[config.mk]
export PLATFORM = sky130hd
export DESIGN_NAME = tbb_queue
export DESIGN_NICKNAME = d
export VERILOG_FILES = /design/src/sv/tbb_pkg.sv /design/src/sv/tbb_queue.sv
export VERILOG_INCLUDE_DIRS = /design/src /design/src/sv
export SDC_FILE = /design/constraint.sdc
export NUM_CORES = 1
export LEC_CHECK = 0
export BUFFER_PORTS_ARGS = -buffer_cell sky130_fd_sc_hd__buf_2
export CORE_ASPECT_RATIO = 2
export CORE_MARGIN = 2
export CORE_UTILIZATION = 40
export CTS_CLUSTER_DIAMETER = 100
export DETAILED_ROUTE_END_ITERATION = 12
export SLEW_MARGIN = 30
export SYNTH_ARGS = -nofsm -noshare
export SYNTH_HDL_FRONTEND = slang
export SYNTH_SLANG_ARGS = --single-unit
export TNS_END_PERCENT = 5
[constraint.sdc]
create_clock -name clk -period 4.1 [get_ports clk]
set_input_delay 0.82 -clock clk [delete_from_list [all_inputs] [get_ports clk]]
set_output_delay 0.82 -clock clk [all_outputs]
set_load 0.005 [all_outputs]
[src/sv/transformed_bounding_box_macros.svh]
// ----------------------------------------------------------------------------
// transformed_bounding_box_macros.svh
// Assertion macros shared by the bounding box modules.
// ----------------------------------------------------------------------------
`ifndef TRANSFORMED_BOUNDING_BOX_MACROS_SVH
`define TRANSFORMED_BOUNDING_BOX_MACROS_SVH

// Same-cycle implication, checked while out of reset.
`define TBB_ASSERT_NOW(label, clk, rst_n, ante, cons) \
    label: assert property (@(posedge clk) disable iff (!rst_n) (ante) |-> (cons)) \
        else $error("bounding box check failed");

// Next-cycle implication, checked while out of reset.
`define TBB_ASSERT_NEXT(label, clk, rst_n, ante, cons) \
    label: assert property (@(posedge clk) disable iff (!rst_n) (ante) |=> (cons)) \
        else $error("bounding box check failed");

`endif

[src/sv/tbb_pkg.sv]
// ----------------------------------------------------------------------------
// tbb_pkg
// Types and constants shared by the transformed bounding box modules.
// ----------------------------------------------------------------------------
package tbb_pkg;

    // Saturation limits of the signed Q16.16 results.
    localparam logic signed [31:0] POS_MAX = 32'sh7FFF_FFFF;
    localparam logic signed [31:0] NEG_MIN = 32'sh8000_0000;

    // Configuration register indexes and reset values.
    localparam int CFG_IDX_W = 2;
    localparam logic [CFG_IDX_W-1:0] REG_ROW_X = 2'd0;
    localparam logic [CFG_IDX_W-1:0] REG_ROW_Y = 2'd1;
    localparam logic [CFG_IDX_W-1:0] REG_ROW_Z = 2'd2;
    localparam logic [63:0] ROW_X_RESET = 64'h0000_0000_0000_0100;
    localparam logic [63:0] ROW_Y_RESET = 64'h0000_0000_0100_0000;
    localparam logic [63:0] ROW_Z_RESET = 64'h0000_0100_0000_0000;

    // Item codes.
    localparam logic ACTION_ADD    = 1'b0;
    localparam logic ACTION_FINISH = 1'b1;

    // Queue between the transform front end and the box back end.
    localparam int QUEUE_DEPTH = 4;
    localparam int QPTR_W      = $clog2(QUEUE_DEPTH);
    localparam int QCNT_W      = $clog2(QUEUE_DEPTH + 3);

    typedef logic [63:0] row_t;

    typedef struct packed {
        logic               action;
        logic signed [15:0] vertex_x;
        logic signed [15:0] vertex_y;
        logic signed [15:0] vertex_z;
    } vertex_word_t;

    typedef struct packed {
        logic signed [31:0] box_min_x;
        logic signed [31:0] box_min_y;
        logic signed [31:0] box_min_z;
        logic signed [31:0] box_max_x;
        logic signed [31:0] box_max_y;
        logic signed [31:0] box_max_z;
        logic               box_empty;
    } box_word_t;

    typedef struct packed {
        logic               finish;
        logic signed [31:0] tx;
        logic signed [31:0] ty;
        logic signed [31:0] tz;
    } queue_entry_t;

endpackage

[src/sv/tbb_queue.sv]
// ----------------------------------------------------------------------------
// tbb_queue
// Short first-in first-out queue of transformed words between the front
// end and the box back end.
// ----------------------------------------------------------------------------
`include "transformed_bounding_box_macros.svh"

module tbb_queue (
    input  logic                        clk,
    input  logic                        rst_n,
    input  logic                        push,
    input  tbb_pkg::queue_entry_t       push_entry,
    input  logic                        pop,
    output logic                        head_valid,
    output tbb_pkg::queue_entry_t       head,
    output logic [tbb_pkg::QCNT_W-1:0]  count
);

    tbb_pkg::queue_entry_t        slot_reg [tbb_pkg::QUEUE_DEPTH];
    logic [tbb_pkg::QPTR_W-1:0]   wr_ptr_reg;
    logic [tbb_pkg::QPTR_W-1:0]   wr_ptr_next;
    logic [tbb_pkg::QPTR_W-1:0]   rd_ptr_reg;
    logic [tbb_pkg::QPTR_W-1:0]   rd_ptr_next;
    logic [tbb_pkg::QCNT_W-1:0]   count_reg;
    logic [tbb_pkg::QCNT_W-1:0]   count_next;

    // Pointer and fill count update.
    always_comb
    begin
        wr_ptr_next = push ? wr_ptr_reg + 1'b1 : wr_ptr_reg;
        rd_ptr_next = pop  ? rd_ptr_reg + 1'b1 : rd_ptr_reg;
        count_next  = count_reg + tbb_pkg::QCNT_W'(push) - tbb_pkg::QCNT_W'(pop);
    end

    always_ff @(posedge clk or negedge rst_n)
    begin
        if (!rst_n)
        begin
            wr_ptr_reg <= '0;
            rd_ptr_reg <= '0;
            count_reg  <= '0;
        end
        else
        begin
            wr_ptr_reg <= wr_ptr_next;
            rd_ptr_reg <= rd_ptr_next;
            count_reg  <= count_next;
        end
    end

    // Slot storage.
    always_ff @(posedge clk)
    begin
        if (push)
            slot_reg[wr_ptr_reg] <= push_entry;
    end

    assign head       = slot_reg[rd_ptr_reg];
    assign head_valid = (count_reg != '0);
    assign count      = count_reg;

    `TBB_ASSERT_NOW(a_no_overflow, clk, rst_n, count_reg == tbb_pkg::QCNT_W'(tbb_pkg::QUEUE_DEPTH), !push)
    `TBB_ASSERT_NOW(a_no_underflow, clk, rst_n, pop, count_reg != '0)

endmodule

Word-level counts from Yosys, hierarchy flattened
Memories as Yosys holds them, arrays and structs flattened. Cells that the tools add are included.

Flip-flop bits (word level): 7. Bits in latches: 0. Memory bits (writable): 388. Memory bits (read-only): 0. Input bits: 101. Output and inout port bits: 101. Memories kept: 1.

$add $sub $neg: 4. Multiply operators: 0. Divide/modulo/power cells: 0. Order comparisons: 0. Equality and inequality tests: 0. Shift-type cells: 0. Mux-type cells: 2. Bitwise gates (word level): 0. Reductions and logical operators: 1.

Memories: slot_reg (depth 4, width 97, rd ports 1, clocked after Yosys merged registers in 0, write ports 1, line tbb_queue.sv:19) `tbb_pkg::queue_entry_t slot_reg [tbb_pkg::QUEUE_DEPTH];`.

Operator list (number): 2-bit by 1-bit adder with 2-bit output, second input constant (2); 3-bit by 1-bit adder with 3-bit output (1); 3-bit nonzero test (1); 3-bit by 1-bit subtractor with 3-bit output (1); 1-bit two-way mux (2).

Longest topological paths before layout
Word-level depth: 2. Mapped depth: 7. Mapped depth without buffers: 7.

Worst setup path before layout
Ideal clock, no wire load.

Path kind: input to register. From: input push. To: memory slot_reg[0][0] in the netlist's numbering, enable pin. Setup time: 0.466 ns. Data arrival time: 3.062 ns. Required time: 3.634 ns. Slack: 0.572 ns. Stages: 1. Path buffers: 0. Cell sequence: and2_1.

Longest elaborated chain between the ends: 2.

Ends and longest elaborated chain: from (decl) (line tbb_queue.sv:11) `input logic push,`; 1-bit two-way mux (line tbb_queue.sv:54) `if (push)`; 1-bit two-way mux (implied by the code) (line tbb_queue.sv:55) `slot_reg[wr_ptr_reg] <= push_entry;`; to (decl) (line tbb_queue.sv:19).

Every way passes these cells.

==> metrics.md <==
| Metric | Value |
|---|---|
| DIE AREA | 37500 um2 |
| H-tree depth | 2 |
| Worst Path Required | 3.28 ns |
| Share of layout cells above drive strength 1 | 0.469 |
| Count of state elements after synthesis | 395 |
| DR vias | 6497 |
| Run status | complete, no violations |
| Pre-Repair DR Iteration Count | 4 |
| Syn. warnings | 0 |
| Initial Utilization | 0.404 |
| CP Capture Type | output port |
| Final hold vios | 0 |
| Pin count of the biggest net entering global routing | 51 |
| Number of distinct library cells after synthesis | 17 |
| Gr ovfl total | 0 |
| Root Driver | clkbuf_16 |
| Post-place setup slack | 1.19 ns |
| Max Clk Rate | 297 MHz |
| Clock tree sinks | 395 |
| Multi-input gate area | 2380 um2 |
| Starting DRT DRC Count | 340 |
| Critical path arrival | 2.54 ns |
| FF+latch area | 11800 um2 |
| Post-CTS Resized | 0 |
| Vias in the first global route | 7358 |
| Die Y | 272 um |
| Worst relative slew slack | 0.462 |
| Setup CP Type | reg2out |
| Peak supply drop | 0.620 mV |
| HP Class | in2async |
| Clock transition at path regs | 0.06 ns |
| Final cycle utilization of the critical path | 0.820 |
| P_leak | 5.88 nW |
| Design Area, Final | 17300 um2 |
| Fin worst setup slack | 0.736 ns |
| Buffers on Ports | 201 |
| Max-cap violations | 0 |
| Synth Net Count | 648 |
| # Post-CTS Setup Buffers | 0 |
| Die X | 138 um |
| Pwr dens | 715 nW/um2 |
| Placed cell count | 1186 |
| Initial antenna violation count | 11 |
| Routed Antenna Nets | 0 |
| Unrepaired setup endpoints after global routing | false |
| Setup TNS | 0 ns |
| Hold buffers post-CTS | 0 |
| Setup violators final | 0 |
| Via-to-Cell Ratio | 5.16 |
| Count of pins over their slew limit | 0 |
| First-pass GRT wire length | 43.5 mm |
| Crit path launch type | register |
| Total power | 12.4 mW |
| IO Pins | 202 |
| Placed Area | 16000 um2 |
| GP Congestion | 0.745 |
| Filler cells | 2916 |
| CP max FO | 35 |
| Post-synthesis instance total | 540 |
| Nets | 883 |
| Synth-to-layout area growth | 20.4% |
| CTS tree | done |
| Sequential share of the synthesized area | 0.824 |
| Worst Skew | 0.0130 ns |
| Synthesized area | 14300 um2 |
| Final min period | 3.36 ns |
| WL final | 29.7 mm |
| Rows | 98 |
| Hpwl dp | 19.1 mm |
| Layout Cells excl Fill | 1259 |
| Maximum buffer depth of the clock tree | 3 |
| Syn Area/Cell | 26.6 um2 |
| Worst Max-Slew Pin Slew | 0.808 ns |
| Worst skew pair latency | 0.53 ns |
| CTS Buf Count | 37 |
| Avg WL per Cell | 23.6 um |
| Max reg flops | 388 |
| Core area | 35600 um2 |
| Overall Global Routing Usage | 0.161 |
| # DRC | 0 |
-- report_power, final --
| part | leakage (nW) | internal [mW] | switching, mW |
|---|---|---|---|
| Clock | 0.596 | 2.06 | 1.44 |
| Sequential | 3.64 | 5.28 | 0.342 |
| Combinational | 1.64 | 1.63 | 1.60 |
-- critical path: stages (launching register included) --
cell and delay, ns:
dfrtp_4 0.91, buf_4 0.38, mux4_2 0.54, buf_2 0.15
-- cells by family after synthesis --
| family | share of synthesized area |
|---|---|
| flip-flops | 0.824 |
| multiplexers | 0.152 |
| buffers and inverters | 0.0108 |
| adder cells (fa/ha/maj) | 0.00663 |
| AND/OR/NAND/NOR | 0.00270 |
| XOR/XNOR | 0.00305 |
| AO/OA/AOI/OAI | 0.000348 |
-- cells in the final DEF, fill, tap and decap left out, drive strengths merged --
master / n
nand2: 2
ha: 6
diode: 7
inv: 9
clkbuf: 45
xor2: 3
buf: 218
edfxtp: 388
dfrtp: 7
or3: 1
xnor2: 2
o21ai: 1
and2: 4
fa: 1
clkinv: 9
mux4: 97
clkinvlp: 4
bufinv: 5
-- synthesized netlist by cell type --
cell type,instances,area [um2]
edfxtp_1,388,11700
mux4_2,97,2180
buf_2,12,60.1
dfrtp_1,7,175
clkbuf_1,6,22.5
ha_1,6,75.1
inv_1,6,22.5
and2_1,4,25.0
xor2_1,3,26.3
buf_6,2,22.5
nand2_1,2,7.51
xnor2_1,2,17.5
buf_12,1,20.0
buf_4,1,7.51
fa_1,1,20.0
o21ai_0,1,5.00
or3_1,1,6.26
-- area by class of cell --
type	count	area share
Sequential cell	395	0.685
Multi-Input combinational cell	117	0.138
Timing Repair Buffer	218	0.0707
Clock buffer	45	0.0578
Tap cell	450	0.0326
Clock inverter	21	0.0142
Inverter	6	0.00130
Antenna cell	7	0.00101
-- path summary, 6_finish.rpt --
path                                start         endpoint  slack (ns)  cells after the start
setup / recovery            rd_ptr_reg[0]         head[59]        0.74                      3
hold / removal                      rst_n         count[2]        0.11                      1
setup reg to reg            wr_ptr_reg[0]  slot_reg[2][57]        1.96                      4
hold reg to reg             wr_ptr_reg[0]    wr_ptr_reg[0]        0.54                      1
max in group asynchronous           rst_n    rd_ptr_reg[1]        3.80                      1
min in group clk           push_entry[18]  slot_reg[2][18]        0.50                      1
-- metal layers --
| metal | up-vias | GRT usage | part of all wire |
|---|---|---|---|
| li1 | 2807 | - | - |
| met1 | 3410 | 0.159 | 0.33 |
| met2 | 195 | 0.303 | 0.57 |
| met3 | 79 | 0.0352 | 0.049 |
| met4 | 6 | 0.0849 | 0.049 |
| met5 | - | 0 | 0.0010 |
-- stage by stage --
step            util  hold slack, ns
2_1_floorplan      -           0.483
3_3_place_gp   0.449           0.472
3_5_place_dp   0.450           0.534
4_1_cts        0.485          0.0967
5_1_grt        0.486           0.111
6_report       0.486           0.113
Note: power is estimated with default switching activity, not from simulation.
