--- src/sv/transformed_bounding_box_macros.svh ---
// ----------------------------------------------------------------------------
// transformed_bounding_box_macros.svh
// Assertion macros shared by the bounding box modules.
// ----------------------------------------------------------------------------
`ifndef TRANSFORMED_BOUNDING_BOX_MACROS_SVH
`define TRANSFORMED_BOUNDING_BOX_MACROS_SVH

// Same-cycle implication, checked while out of reset.
`define TBB_ASSERT_NOW(label, clk, rst_n, ante, cons) \
    label: assert property (@(posedge clk) disable iff (!rst_n) (ante) |-> (cons)) \
        else $error("bounding box check failed");

// Next-cycle implication, checked while out of reset.
`define TBB_ASSERT_NEXT(label, clk, rst_n, ante, cons) \
    label: assert property (@(posedge clk) disable iff (!rst_n) (ante) |=> (cons)) \
        else $error("bounding box check failed");

`endif

--- src/sv/tbb_pkg.sv ---
// ----------------------------------------------------------------------------
// tbb_pkg
// Types and constants shared by the transformed bounding box modules.
// ----------------------------------------------------------------------------
package tbb_pkg;

    // Saturation limits of the signed Q16.16 results.
    localparam logic signed [31:0] POS_MAX = 32'sh7FFF_FFFF;
    localparam logic signed [31:0] NEG_MIN = 32'sh8000_0000;

    // Configuration register indexes and reset values.
    localparam int CFG_IDX_W = 2;
    localparam logic [CFG_IDX_W-1:0] REG_ROW_X = 2'd0;
    localparam logic [CFG_IDX_W-1:0] REG_ROW_Y = 2'd1;
    localparam logic [CFG_IDX_W-1:0] REG_ROW_Z = 2'd2;
    localparam logic [63:0] ROW_X_RESET = 64'h0000_0000_0000_0100;
    localparam logic [63:0] ROW_Y_RESET = 64'h0000_0000_0100_0000;
    localparam logic [63:0] ROW_Z_RESET = 64'h0000_0100_0000_0000;

    // Item codes.
    localparam logic ACTION_ADD    = 1'b0;
    localparam logic ACTION_FINISH = 1'b1;

    // Queue between the transform front end and the box back end.
    localparam int QUEUE_DEPTH = 4;
    localparam int QPTR_W      = $clog2(QUEUE_DEPTH);
    localparam int QCNT_W      = $clog2(QUEUE_DEPTH + 3);

    typedef logic [63:0] row_t;

    typedef struct packed {
        logic               action;
        logic signed [15:0] vertex_x;
        logic signed [15:0] vertex_y;
        logic signed [15:0] vertex_z;
    } vertex_word_t;

    typedef struct packed {
        logic signed [31:0] box_min_x;
        logic signed [31:0] box_min_y;
        logic signed [31:0] box_min_z;
        logic signed [31:0] box_max_x;
        logic signed [31:0] box_max_y;
        logic signed [31:0] box_max_z;
        logic               box_empty;
    } box_word_t;

    typedef struct packed {
        logic               finish;
        logic signed [31:0] tx;
        logic signed [31:0] ty;
        logic signed [31:0] tz;
    } queue_entry_t;

endpackage

--- src/sv/tbb_back.sv ---
// ----------------------------------------------------------------------------
// tbb_back
// Keeps the running box of transformed vertices and emits it on a finish
// word through an output register.
// ----------------------------------------------------------------------------
`include "transformed_bounding_box_macros.svh"

module tbb_back (
    input  logic                   clk,
    input  logic                   rst_n,
    input  logic                   head_valid,
    input  tbb_pkg::queue_entry_t  head,
    output logic                   pop,
    output logic                   box_valid,
    input  logic                   box_ready,
    output tbb_pkg::box_word_t     box
);

    logic                  can_emit;
    logic                  add_pop;
    logic                  finish_pop;
    logic signed [31:0]    least_x_reg, least_y_reg, least_z_reg;
    logic signed [31:0]    least_x_next, least_y_next, least_z_next;
    logic signed [31:0]    greatest_x_reg, greatest_y_reg, greatest_z_reg;
    logic signed [31:0]    greatest_x_next, greatest_y_next, greatest_z_next;
    logic                  seen_reg;
    logic                  seen_next;
    logic                  box_valid_reg;
    logic                  box_valid_next;
    tbb_pkg::box_word_t    box_reg;
    tbb_pkg::box_word_t    box_next;

    // A finish word leaves the queue only when the output register frees up.
    assign can_emit   = !box_valid_reg || box_ready;
    assign pop        = head_valid && (!head.finish || can_emit);
    assign add_pop    = pop && !head.finish;
    assign finish_pop = pop && head.finish;

    // Running box update.
    always_comb
    begin
        least_x_next    = least_x_reg;
        least_y_next    = least_y_reg;
        least_z_next    = least_z_reg;
        greatest_x_next = greatest_x_reg;
        greatest_y_next = greatest_y_reg;
        greatest_z_next = greatest_z_reg;
        seen_next       = seen_reg;
        if (add_pop)
        begin
            if (head.tx < least_x_reg)    least_x_next    = head.tx;
            if (head.ty < least_y_reg)    least_y_next    = head.ty;
            if (head.tz < least_z_reg)    least_z_next    = head.tz;
            if (head.tx > greatest_x_reg) greatest_x_next = head.tx;
            if (head.ty > greatest_y_reg) greatest_y_next = head.ty;
            if (head.tz > greatest_z_reg) greatest_z_next = head.tz;
            seen_next = 1'b1;
        end
        else if (finish_pop)
        begin
            least_x_next    = tbb_pkg::POS_MAX;
            least_y_next    = tbb_pkg::POS_MAX;
            least_z_next    = tbb_pkg::POS_MAX;
            greatest_x_next = tbb_pkg::NEG_MIN;
            greatest_y_next = tbb_pkg::NEG_MIN;
            greatest_z_next = tbb_pkg::NEG_MIN;
            seen_next       = 1'b0;
        end
    end

    // Output word and its valid flag.
    always_comb
    begin
        box_next = box_reg;
        if (finish_pop)
        begin
            box_next.box_min_x = least_x_reg;
            box_next.box_min_y = least_y_reg;
            box_next.box_min_z = least_z_reg;
            box_next.box_max_x = greatest_x_reg;
            box_next.box_max_y = greatest_y_reg;
            box_next.box_max_z = greatest_z_reg;
            box_next.box_empty = !seen_reg;
        end
        if (finish_pop)
            box_valid_next = 1'b1;
        else if (box_ready)
            box_valid_next = 1'b0;
        else
            box_valid_next = box_valid_reg;
    end

    always_ff @(posedge clk or negedge rst_n)
    begin
        if (!rst_n)
        begin
            least_x_reg    <= tbb_pkg::POS_MAX;
            least_y_reg    <= tbb_pkg::POS_MAX;
            least_z_reg    <= tbb_pkg::POS_MAX;
            greatest_x_reg <= tbb_pkg::NEG_MIN;
            greatest_y_reg <= tbb_pkg::NEG_MIN;
            greatest_z_reg <= tbb_pkg::NEG_MIN;
            seen_reg       <= 1'b0;
            box_valid_reg  <= 1'b0;
        end
        else
        begin
            least_x_reg    <= least_x_next;
            least_y_reg    <= least_y_next;
            least_z_reg    <= least_z_next;
            greatest_x_reg <= greatest_x_next;
            greatest_y_reg <= greatest_y_next;
            greatest_z_reg <= greatest_z_next;
            seen_reg       <= seen_next;
            box_valid_reg  <= box_valid_next;
        end
    end

    always_ff @(posedge clk)
    begin
        box_reg <= box_next;
    end

    assign box_valid = box_valid_reg;
    assign box       = box_reg;

    `TBB_ASSERT_NEXT(a_finish_emits, clk, rst_n, finish_pop, box_valid_reg && !seen_reg)

endmodule

--- config.mk ---
export PLATFORM = sky130hd
export DESIGN_NAME = tbb_back
export DESIGN_NICKNAME = d
export VERILOG_FILES = /design/src/sv/tbb_pkg.sv /design/src/sv/tbb_back.sv
export VERILOG_INCLUDE_DIRS = /design/src /design/src/sv
export SDC_FILE = /design/constraint.sdc
export NUM_CORES = 1
export LEC_CHECK = 0
export ABC_AREA = 1
export BUFFER_PORTS_ARGS = -buffer_cell sky130_fd_sc_hd__buf_4
export CORE_ASPECT_RATIO = 0.8
export CORE_MARGIN = 2
export CORE_UTILIZATION = 55
export CTS_CLUSTER_SIZE = 28
export DETAILED_ROUTE_END_ITERATION = 12
export PLACE_DENSITY = 0.77
export SKIP_LAST_GASP = 1
export SYNTH_ARGS = -nofsm -noshare
export SYNTH_HDL_FRONTEND = slang
export SYNTH_SLANG_ARGS = --single-unit
--- constraint.sdc ---
create_clock -name clk -period 12.1 [get_ports clk]
set_clock_uncertainty 0.1 [all_clocks]
set_input_delay 2.42 -clock clk [delete_from_list [all_inputs] [get_ports clk]]
set_output_delay 2.42 -clock clk [all_outputs]
set_load 0.02 [all_outputs]
# Word level (Yosys, flattened, before mapping)
# Index checks and enable logic that the tools add are counted.
[totals] register_bits=387 latch_bits=0 ram_bits=0 romBits=0 in_bits=101 output_inout_bits=195 word_cells=61 n_memories=0
[op_classes] addsub=0 mul=0 n_div=0 order_cmp=6 eq_ne=6 shift=0 muxes=18 bitwise=0 reduce_logical=16
[ops] op="$mux W32" count=14
[ops] op="$gt A32 B32 Y1" count=3
[ops] op="$lt A32 B32 Y1" count=3
[ops] op="$ne A2 B1 Y1 const B" count=6
[ops] op="$reduce_and A2 Y1" count=6
[ops] op="$mux W1" count=4
[ops] op="$reduce_bool A2 Y1" count=2
[ops] op="$logic_and A1 B1 Y1" count=3
[ops] op="$logic_not A1 Y1" count=3
[ops] op="$logic_or A1 B1 Y1" count=2

# Longest topological paths before layout
[depth] ltp_word=7 depth_mapped=19

# Worst setup path before layout
# OpenSTA, ideal clock, no wires.
[synth_timing] path_type="input port to flip-flop" start="input box_ready" end="register box_reg, in the netlist box[0], enable pin" setup_time_ps=544 arrival_ps=6792 required_time_ps=11456 setup_slack_ps=4664 path_stages=8 path_buffers=2 path_cell_list="inv_1 > nand2_1 > nand2_1 > inv_1 > nand2_1 > clkbuf_1 > clkbuf_1 > inv_1"
[synth_via] elab_chain_cells=4
[synth_lines] element="start, declared" line_no="tbb_back.sv:15" text="input logic box_ready,"
[synth_lines] element="$logic_or A1 B1 Y1" line_no="tbb_back.sv:34" text="assign can_emit = !box_valid_reg || box_ready;"
[synth_lines] element="$logic_or A1 B1 Y1" line_no="tbb_back.sv:35" text="assign pop = head_valid && (!head.finish || can_emit);"
[synth_lines] element="$logic_and A1 B1 Y1" line_no="tbb_back.sv:35"
[synth_lines] element="$logic_and A1 B1 Y1" line_no="tbb_back.sv:37" text="assign finish_pop = pop && head.finish;"
[synth_lines] element="end signal, assigned" line_no="tbb_back.sv:121" text="box_reg <= box_next;"
[synth_lines] element="end, declared" line_no="tbb_back.sv:30" text="tbb_pkg::box_word_t box_reg;"
# No other way between the ends.
# A chain may end at the register's enable or synchronous reset.

# Worst setup path after layout
[layout_timing] start="input head[96] (netlist bit)" end="output pop"
[layout_via] elab_chain_cells=3
[layout_lines] element="start, declared" line_no="tbb_back.sv:12" text="input tbb_pkg::queue_entry_t head,"
[layout_lines] element="$logic_not A1 Y1" line_no="tbb_back.sv:35"
[layout_lines] element="$logic_or A1 B1 Y1" line_no="tbb_back.sv:35"
[layout_lines] element="$logic_and A1 B1 Y1" line_no="tbb_back.sv:35"
[layout_lines] element="end, declared" line_no="tbb_back.sv:13" text="output logic pop,"
# No other way between the ends.

==> results.md <==
* Detail Placement HPWL at 33.8 mm
* Cell area power density at 174 nW/um2
* Post-synth top area cell: edfxtp_1
* Die Area at 37500 um2
* Max clock buf depth at 3
* Gpl congestion at 0.859
* Clock transition at path regs at 60 ps
* Post-CTS sizing at 0
* Setup TNS Final at 0 ps
* Critical path class: input pin to output pin
* Core Box Area at 35700 um2
* RSZ-0062 raised after global routing: no
* Overflow after GRT at 0
* Flop and latch count out of synthesis at 387
* Slew of the pin with the lowest slew margin at 1170 ps
* Synth top area share at 29.3%
* EDFF count, synth at 193
* Asr flop ratio synth at 50.1%
* Max-slew violations at 0
* DIE HEIGHT at 174 um
* Share of cells above drive strength 1 at 20.1%
* Die Span X at 216 um
* Synth Net Count at 2447
* Min Tclk post-route at 6230 ps
* Root Buffer: clkbuf_16
* IO Count at 296
* Final setup violation count at 0
* Pre-CTS WS at 5680 ps
* Post-DR wirelength/cell at 17.2 um
* TritonCTS Sinks at 387
* Setup ws final at 5870 ps
* Yosys cell types at 30
* Ranking of synthesized cells by area: edfxtp_1 (29%), dfstp_2 (13%), nand2_1 (12%)
* CP arrival at 3710 ps
* Max-cap violations at 0
* Final count of hold timing violations at 0
* CTS tree: built
* Hold Path Depth at 0
* Hold Buf Count CTS at 0
* Fin crit share at 51.5%
* Crit path required time at 9580 ps
* Initial Util at 55.4%
* Total number of vias at 15700
* Post-synth top cells: nand2_1 (655), inv_1 (324), nand3_1 (209)
* Largest net degree at the start of global routing at 121
* Drt total wl at 50.5 mm
* First-pass DRT Iterations at 8
* First-pass GRT wire length at 80.5 mm
* Mapped Cells at 2157
* Vias in the first global route at 15400
* Total CTS buffers at 40
* Post-Syn Area at 19800 um2
* Hold Path Class: register to register
* GRT Total Usage at 26.9%
* H-Tree Level Count at 2
* Area Overhead vs Synth at 20.0%
* Crit Path Max Fanout at 48
* Port bufs at 295
* Syn avg cell area at 9.17 um2
* Post-CTS Setup Bufs at 0
* Clk_lat worst skew at 550 ps
* Net Sw Frac at 30.8%
* Slew HR at 21.8%
* Seq/Total Area, Yosys at 54.5%
* Status: finished, final reports clean
* Leakage power at 11.9 nW
* Synth warnings at 0
* Fmax at 161 MHz
* Critical Path Source Type: input pin
* Net switching power at 1.27 mW
* Max reg flops at 193
* Rows at 62
* Clock share of power at 32.3%
* CP Capture Type: output pin
* Initial antenna violation count at 1
* Via-to-Cell Ratio at 5.33
* DRC violations left at 0
* Initial DRC Count at 1243
* Count leader, synth: nand2_1
* ANT nets after route at 0
* Nets at 2715
* Path depth of the worst reg2reg path at 12
* Synth Flop Type: edfxtp_1
* Internal power at 2.85 mW
* Flop pwr share at 44.6%
* Logic gate share of total power at 23.2%
* Maximum vdd drop at 118 uV
## metrics by stage
step | hold WS, ps | utilization [%] | total power, mW | std cells | instance area (um2)
2_1_floorplan | 347 | - | 2.46 | 2157 | 19800
3_3_place_gp | 355 | 62.5 | 2.74 | 2863 | 22300
3_5_place_dp | 365 | 62.5 | 2.80 | 2863 | 22300
4_1_cts | 378 | 66.5 | 4.14 | 2937 | 23700
5_1_grt | 391 | 66.5 | 4.35 | 2937 | 23700
6_report | 375 | 66.5 | 4.12 | 2938 | 23700
## layer usage
layer | vias up | track usage (%) | wire (um)
met4 | 0 | 11.5 | 1820
met5 | - | 0 | 0
met1 | 7429 | 38.0 | 21800
li1 | 7469 | - | -
met2 | 644 | 41.9 | 23100
met3 | 115 | 4.00 | 3750
## path summary, 6_finish.rpt
path                            slack [ps]            endpoint               start
worst max-delay path                  5870                 pop            head[96]
worst min-delay path                   380             box[69]   greatest_x_reg[4]
worst max register to register        8030  greatest_x_reg[15]  greatest_x_reg[31]
worst min register to register         380             box[69]   greatest_x_reg[4]
max in group asynchronous             8760   greatest_y_reg[3]               rst_n
min in group asynchronous             1740  greatest_y_reg[12]               rst_n
## final cells by class
class,instances,area (um2)
flip-flops and latches,387,10800
well taps,480,601
multi-input cells,1361,7380
fillers,2759,12000
diodes,1,2.50
clock buffers,51,1120
repair buffers,305,2300
inverters,330,1250
clock inverters,23,307
## cells by family after synthesis
family	share of synthesized area, %
AOI/OAI and AO/OA	3.50
DFF	54.5
buffers and inverters	8.26
adders and majority gates	12.0
and+or+nand+nor	21.8
## worst max-delay path, cell delays in order
cell and delay, ps:
buf_4 130, nor2_4 120, clkinv_2 610, nand2_1 250, buf_4 170
## cells in the final DEF, fill, tap and decap left out, types with 5 or more instances in the layout
cell type / n
nor2_1: 134
nand4_1: 7
edfxtp_1: 193
nand2_1: 654
bufinv_16: 7
buf_4: 304
nand3_2: 5
dfstp_2: 96
clkbuf_16: 41
nand3_1: 209
ha_1: 189
dfrtp_1: 98
inv_1: 323
clkinv_2: 9
clkbuf_8: 7
o21ai_0: 26
nor3_1: 14
inv_2: 5
a21oi_1: 92
o21a_1: 7
## power by group through the flow
stage                     clock (mW)  sequential (mW)  combinational, mW
after floorplan                    0             1.87              0.586
after global placement             0             1.85              0.892
after detailed placement           0             1.86              0.943
after CTS                       1.35             1.84              0.955
after global routing            1.40             1.86               1.08
final                           1.33             1.84              0.955
Power figures use the tool's default switching activity.
